[src/rtl/core/triangle_plane_clipper_assert.svh]
// triangle_plane_clipper_assert.svh: assertion macros for the triangle plane clipper.
// No dependencies; included by the modules that check their own control logic.
`ifndef TRIANGLE_PLANE_CLIPPER_ASSERT_SVH
`define TRIANGLE_PLANE_CLIPPER_ASSERT_SVH

// The consequent must hold at the same clock edge as the antecedent.
`define TPC_ASSERT_NOW(lbl, clk, rst_n, ante, cons) \
	lbl: assert property (@(posedge clk) disable iff (!rst_n) (ante) |-> (cons)) \
		else $error("tpc: same-cycle check failed");

// The consequent must hold at the clock edge after the antecedent.
`define TPC_ASSERT_NEXT(lbl, clk, rst_n, ante, cons) \
	lbl: assert property (@(posedge clk) disable iff (!rst_n) (ante) |=> (cons)) \
		else $error("tpc: next-cycle check failed");

`endif

[src/rtl/core/tpc_queue.sv]
// tpc_queue: two-entry queue between the classifying front and the clipping back.
// No package dependency; uses the assertion macros header.
`include "triangle_plane_clipper_assert.svh"

module tpc_queue #(
	parameter int WIDTH = 8
) (
	input  logic             clk,
	input  logic             arst_n,
	input  logic             push_valid,
	output logic             push_ready,
	input  logic [WIDTH-1:0] push_data,
	output logic             pop_valid,
	input  logic             pop_ready,
	output logic [WIDTH-1:0] pop_data
);
	localparam int DEPTH = 2;

	logic [WIDTH-1:0] slot_q [DEPTH];
	logic wr_ptr_q, rd_ptr_q;
	logic [1:0] count_q;
	logic push_fire, pop_fire;

	assign push_ready = count_q != 2'(DEPTH);
	assign pop_valid = count_q != 2'd0;
	assign pop_data = slot_q[rd_ptr_q];
	assign push_fire = push_valid && push_ready;
	assign pop_fire = pop_valid && pop_ready;

	// Pointers and fill count.
	always_ff @(posedge clk or negedge arst_n) begin
		if (!arst_n) begin
			wr_ptr_q <= 1'b0;
			rd_ptr_q <= 1'b0;
			count_q <= 2'd0;
		end else begin
			if (push_fire) wr_ptr_q <= !wr_ptr_q;
			if (pop_fire) rd_ptr_q <= !rd_ptr_q;
			if (push_fire && !pop_fire) count_q <= count_q + 2'd1;
			else if (pop_fire && !push_fire) count_q <= count_q - 2'd1;
		end
	end

	// Entry storage.
	always_ff @(posedge clk) begin
		if (push_fire) slot_q[wr_ptr_q] <= push_data;
	end

	`TPC_ASSERT_NOW(a_count_range, clk, arst_n, 1'b1, count_q <= 2'(DEPTH))
	`TPC_ASSERT_NEXT(a_count_grows, clk, arst_n, push_fire && !pop_fire, count_q == $past(count_q) + 2'd1)
	`TPC_ASSERT_NEXT(a_count_drops, clk, arst_n, pop_fire && !push_fire, count_q == $past(count_q) - 2'd1)

endmodule

[config.mk]
export PLATFORM = sky130hd
export DESIGN_NAME = tpc_queue
export DESIGN_NICKNAME = d
export VERILOG_FILES = /design/src/rtl/core/tpc_queue.sv
export VERILOG_INCLUDE_DIRS = /design/src /design/src/rtl/core
export SDC_FILE = /design/constraint.sdc
export NUM_CORES = 1
export LEC_CHECK = 0
export BUFFER_PORTS_ARGS = -buffer_cell sky130_fd_sc_hd__buf_2
export CAP_MARGIN = 20
export CORE_ASPECT_RATIO = 1.5
export CORE_MARGIN = 5
export CORE_UTILIZATION = 29
export CTS_BUF_LIST = sky130_fd_sc_hd__clkbuf_8
export CTS_CLUSTER_DIAMETER = 30
export DETAILED_ROUTE_END_ITERATION = 12
export PLACE_DENSITY_LB_ADDON = 0.3
export SLEW_MARGIN = 20
export SYNTH_ARGS = -nofsm -noshare
export SYNTH_HDL_FRONTEND = slang
export SYNTH_SLANG_ARGS = --single-unit
[constraint.sdc]
create_clock -name clk -period 2.2 [get_ports clk]
set_clock_uncertainty 0.1 [all_clocks]
set_input_delay 0.11 -clock clk [delete_from_list [all_inputs] [get_ports clk]]
set_output_delay 0.11 -clock clk [all_outputs]
set_load 0.03 [all_outputs]
==> impl_metrics.yaml, run 1 <==
status:
  status: "finished, final reports clean"
power_and_ir_drop:
  power.internal_w: 0.00101
  pwr-share-clk: 0.229
  p_leak_nw: 0.447
  pwr-share-comb: 0.370
  pwr-share-seq: 0.401
  power_density_nw_per_um2: 1380
  ir_drop_mv: 0.818
  p_sw_w: 0.000509
  switching_share: 0.335
placement:
  place_hpwl_mm: 1.01
  dp.cells: 101
  globalplace.congestion: 0.592
  dpl_worst_slack_ns: 0.655
  place_area_sq_um: 941
  numPortBuffers: 21
logic_synthesis:
  ys.flop_type: "edfxtp_1"
  syn_avg_cell_area_sq_um: 18.3
  ys_ff_latch: 20
  synth_fp_nets: 56
  syn_area_sq_um: 787
  yosysSeqAreaShare: 0.738
  synth_edf_count: 16
  syn_inst: 43
  synthTopCellsByArea: "edfxtp_1 61%, dfrtp_1 13%, mux2_2 11%"
  synth_top_cell_by_area: "edfxtp_1"
  yosysMostFrequentCell: "edfxtp_1"
  synthDistinctLibCells: 14
  async_flop_share: 0.200
  synth_top_area_frac: 0.610
  ys_top_cells_by_count: "16 x edfxtp_1, 8 x mux2_2, 4 x dfrtp_1"
  ys_warn_count: 0
timing:
  hold_ws_ns: 0.0117
  setup_tns_ns: 0
  setup_ws_ns: 0.605
  fmax_mhz: 627
  final_max_slew_viol_count: 0
  finalSetupViolCount: 0
  hold_violations: 0
  fin_crit_sh: 0.725
  slew_headroom: 0.737
  rsz0062_at_grt: "no"
  worstMarginPinSlew_ns: 0.394
  min_period_ns: 1.59
final_layout:
  area_growth_pct: 40.1
  final_cell_area_sq_um: 1100
  insertedDiodeCount: 0
  regArea_sq_um: 581
  fillCellCount: 274
  final_cells: 114
  multi_input_area_sq_um: 198
  finalNetCount: 91
  final_layout_size_suffix_gt1_frac: 0.481
routing:
  vias: 453
  vias_per_cell: 3.97
  wl_per_cell_microns: 11.0
  dr.pass1.iters: 3
  drt-total-wl_mm: 1.25
  met3_wirelength_microns: 69
  drt_iter0_markers: 7
  met2_length_microns: 702
  dr.max_layer_used: "met4"
  drc_errors: 0
  detail-route-antenna-nets: 0
  wl_met1_microns: 438
job:
  drv_cap: 0
floorplan:
  die_y_microns: 73.8
  die_w_microns: 52.5
  core_sq_um: 2650
  rows: 23
  ioPinCount: 22
  initial_core_util: 0.297
  die-area_sq_um: 3880
critical_path:
  worstPathMaxFanout: 9
  rr_endpoint: "count_q[1]"
  crit_type: "reg -> out"
  r2r_start: "count_q[0]"
  cp.required_ns: 1.99
  cp.arrival_ns: 1.38
  r2r_slack_ns: 0.66
  rr_worst_depth: 7
  start_kind: "register"
  end_kind: "output port"
cts:
  htreeDepth: 1
  clk_path_buf_depth: 2
  clock-sinks: 20
  cts_tree: "yes"
  cts_root_buffer: "clkbuf_8"
  insertion_delay_ns: 0.25
  clkTransAtPathRegs_ns: 0.06
  numCtsBuffers: 3
worst_hold_path:
  hold_path_startpoint: "pop_ready"
  hold_end: "rd_ptr_q"
  hp-class: "in -> reg"
  hold_path_depth: 3
global_routing:
  grt_first_pass_wirelength_mm: 2.12
  antenna_found_initial: 0
  grt_max_degree: 13
  grt_pass1_vias: 489
  grtUsageTotal: 0.0777
  grt-ovfl-total: 0
final cells by class:
cell class	instances	area share
Inverter	1	0.00341
Tap cell	37	0.0420
Clock buffer	3	0.0375
Sequential cell	20	0.527
Timing Repair Buffer	31	0.184
Clock inverter	1	0.0272
Multi-Input combinational cell	21	0.179
cells in the final DEF (no fill, tap or decap), types with 2 or more instances in the layout:
master / synthesis / final
dfrtp_1: 4 / 4
xor2_1: 2 / 2
mux2_2: 8 / 8
buf_2: 1 / 21
nor2_1: 2 / 2
xnor2_1: 3 / 3
edfxtp_1: 16 / 16
clkbuf_8: 0 / 3
dlygate4sd3_1: 0 / 9
routing by layer:
layer | vias up | track usage
met5 | - | 0
met4 | 0 | 0.0597
met3 | 4 | 0.0142
met2 | 12 | 0.137
met1 | 216 | 0.0778
li1 | 221 | -
power by group through the flow:
stage          sequential [W]  combinational [W]  clock (W)
4_1_cts              0.000615           0.000576   0.000357
3_3_place_gp         0.000618           0.000559          0
2_1_floorplan        0.000576           0.000462          0
5_1_grt              0.000626           0.000606   0.000372
3_5_place_dp         0.000622           0.000562          0
6_report             0.000611           0.000563   0.000349
critical path: stages (launching register included):
cell	delay [ns]
dfrtp_1	0.58
mux2_2	0.38
buf_2	0.18
timing repair:
| action | CTS | global route |
|---|---|---|
| setup buffers | 0 | 0 |
| hold buffers | 9 | 0 |
| hold endpoints to repair | 20 | 0 |
| gates resized for setup | 0 | 0 |
cells by family (layout without fill, tap and decap cells):
| family | count (synthesis) | in the layout | share of synthesized area |
|---|---|---|---|
| buf+inv | 2 | 36 | 0.0111 |
| flops | 20 | 20 | 0.738 |
| xor+xnor | 5 | 5 | 0.0557 |
| fa+ha+maj | 1 | 1 | 0.0159 |
| mux | 8 | 8 | 0.114 |
| simple gates | 7 | 7 | 0.0652 |
state kept, by name, indices dropped and copies added, names as in the netlist:
| register | count |
|---|---|
| wr_ptr_q | 1 |
| slot_q | 16 |
| rd_ptr_q | 1 |
| count_q | 2 |
how the worst max path moves through the flow:
stage	startpoint	end	slack [ns]
floorplan	count_q[0]	slot_q[0][0]	0.66
global placement	count_q[0]	count_q[1]	0.69
detailed placement	count_q[0]	count_q[1]	0.65
CTS	rd_ptr_q	pop_data[3]	0.58
global route	rd_ptr_q	pop_data[5]	0.53
finish	rd_ptr_q	pop_data[3]	0.61
metrics by stage:
stage               total power (W)   util
finish                      0.00152  0.416
floorplan                   0.00104      -
global route                0.00160  0.416
global placement            0.00118  0.355
CTS                         0.00155  0.416
detailed placement          0.00118  0.355
Power figures use the tool's default switching activity.
==> run 2, diff against run 1 <==
Clock period 2.2 ns to 1.55 ns, I/O delays scaled along.
==> run 2 against run 1 <==
Compared with the run above: flip-flop and latch count did not move; setup slack worse by 0.54 ns; critical path depth rose by 4; critical path type is now reg -> reg; highest routed layer unchanged.
==> impl_metrics.yaml, run 2 (synthesis gave the netlist of run 1 again) <==
placement:
  dp.cells: 104
  numPortBuffers: 21
  globalplace.congestion: 0.619
  place_area_sq_um: 963
  place_hpwl_mm: 1.05
  dpl_worst_slack_ns: 0.0331
final_layout:
  final_layout_size_suffix_gt1_frac: 0.530
  fillCellCount: 269
  finalNetCount: 97
  insertedDiodeCount: 0
  final_util: 0.426
  final_common_cell: "buf_2"
  area_growth_pct: 43.4
  regMostFlops: "slot_q"
  layout_common_cells: "21 x buf_2, 16 x edfxtp_1, 10 x dlygate4sd3_1"
  top_regs: "slot_q x16, count_q x2"
  final_cells: 120
  final_cell_area_sq_um: 1130
  largest_reg_flops: 16
cts:
  cts_root_buffer: "clkbuf_8"
  htreeDepth: 1
  clk_path_buf_depth: 2
  clkTransAtPathRegs_ns: 0.07
  insertion_delay_ns: 0.25
  numCtsBuffers: 3
  clock-sinks: 20
  cts_tree: "yes"
timing:
  worstMarginPinSlew_ns: 0.226
  hold_violations: 0
  min_period_ns: 1.48
  setup_ws_ns: 0.0684
  fin_crit_sh: 0.956
  fmax_mhz: 675
  final_max_slew_viol_count: 0
  finalSetupViolCount: 0
  slew_headroom: 0.850
routing:
  vias: 489
  drc_errors: 0
  vias_per_cell: 4.08
  wl_per_cell_microns: 11.5
  dr.pass1.iters: 2
  detail-route-antenna-nets: 0
  drt-total-wl_mm: 1.38
  drt_iter0_markers: 15
critical_path:
  end_kind: "register"
  cp.required_ns: 1.59
  start_kind: "register"
  cp.arrival_ns: 1.52
  crit_type: "reg -> reg"
  worstPathMaxFanout: 3
floorplan:
  ioPinCount: 22
  initial_core_util: 0.297
  die_y_microns: 73.8
  core_sq_um: 2650
  die_w_microns: 52.5
  die-area_sq_um: 3880
  rows: 23
global_routing:
  grt_max_degree: 12
  grtUsageTotal: 0.0802
  grt-ovfl-total: 0
  antenna_found_initial: 0
  grt_pass1_vias: 514
  grt_first_pass_wirelength_mm: 2.20
job:
  drv_cap: 0
status:
  status: "finished, final reports clean"
power_and_ir_drop:
  power_density_nw_per_um2: 1860
  p_total_w: 0.00209
  p_leak_nw: 0.466
  ir_drop_mv: 0.899
worst_hold_path:
  hp-class: "in -> reg"
-- run 2: cell count changes in the layout (fill, tap and decap cells not counted), sizes merged --
| cell | before | now |
|---|---|---|
| buf | 22 | 27 |
| inv | 1 | 2 |
| dlygate4sd3 | 9 | 10 |
| bufinv | 1 | 0 |
-- run 2: through the flow --
stage | TNS (ns) | hold WS, ns
floorplan | 0 | -0.318
global placement | 0 | -0.211
detailed placement | 0 | -0.212
CTS | 0 | 0.0319
global route | -0.00680 | 0.00110
finish | 0 | 0.00797
-- run 2: final timing paths --
kind,startpoint,end,slack [ns],depth (start not counted)
worst max-delay path,count_q[1],count_q[1],0.07,6
worst min-delay path,push_valid,wr_ptr_q,0.008,3
worst max register to register,count_q[1],count_q[1],0.07,6
worst min register to register,wr_ptr_q,wr_ptr_q,0.40,1
max in group asynchronous,arst_n,count_q[1],1.17,2
min in group asynchronous,arst_n,count_q[0],0.05,2
-- run 2: power breakdown --
| group | total, W | internal [W] | leakage (nW) | switching, W |
|---|---|---|---|---|
| combinational | 0.000894 | 0.000409 | 0.245 | 0.000486 |
| clock | 0.000327 | 0.000176 | 0.0269 | 0.000152 |
| sequential | 0.000873 | 0.000757 | 0.193 | 0.000116 |
| total | 0.00209 | 0.00134 | 0.466 | 0.000753 |
-- run 2: layer usage --
metal  part of all wire  vias to the layer above  track usage  wire, microns
li1                   -                      235            -              -
met1               0.35                      242       0.0791            486
met2               0.58                       10        0.137            798
met3              0.057                        2       0.0243             78
met4              0.012                        0       0.0597             16
met5                  0                        -            0              0
-- run 2: critical path: stages, from the launching register on --
cell and delay, ns:
dfrtp_2 0.44, or2_4 0.25, nand2_4 0.07, ha_1 0.15
xor2_1 0.15, nor2_1 0.06, xor2_1 0.13
-- run 2: what timing repair did --
item                                    in CTS  in global routing
setup buffers                                0                  2
hold buffers                                10                  0
endpoints found under the setup margin       8                  1
gates resized for setup                      1                  2
endpoints found under the hold margin       21                  0
-- run 2: final cells by class --
| type | count | area, sq um | area share |
|---|---|---|---|
| inverter | 1 | 3.75 | 0.00333 |
| tap | 37 | 46.3 | 0.0410 |
| timing repair buffer | 37 | 250 | 0.222 |
| clock buffer | 3 | 41.3 | 0.0366 |
| clock inverter | 1 | 3.75 | 0.00333 |
| multi-input combinational | 21 | 200 | 0.177 |
| sequential | 20 | 583 | 0.517 |
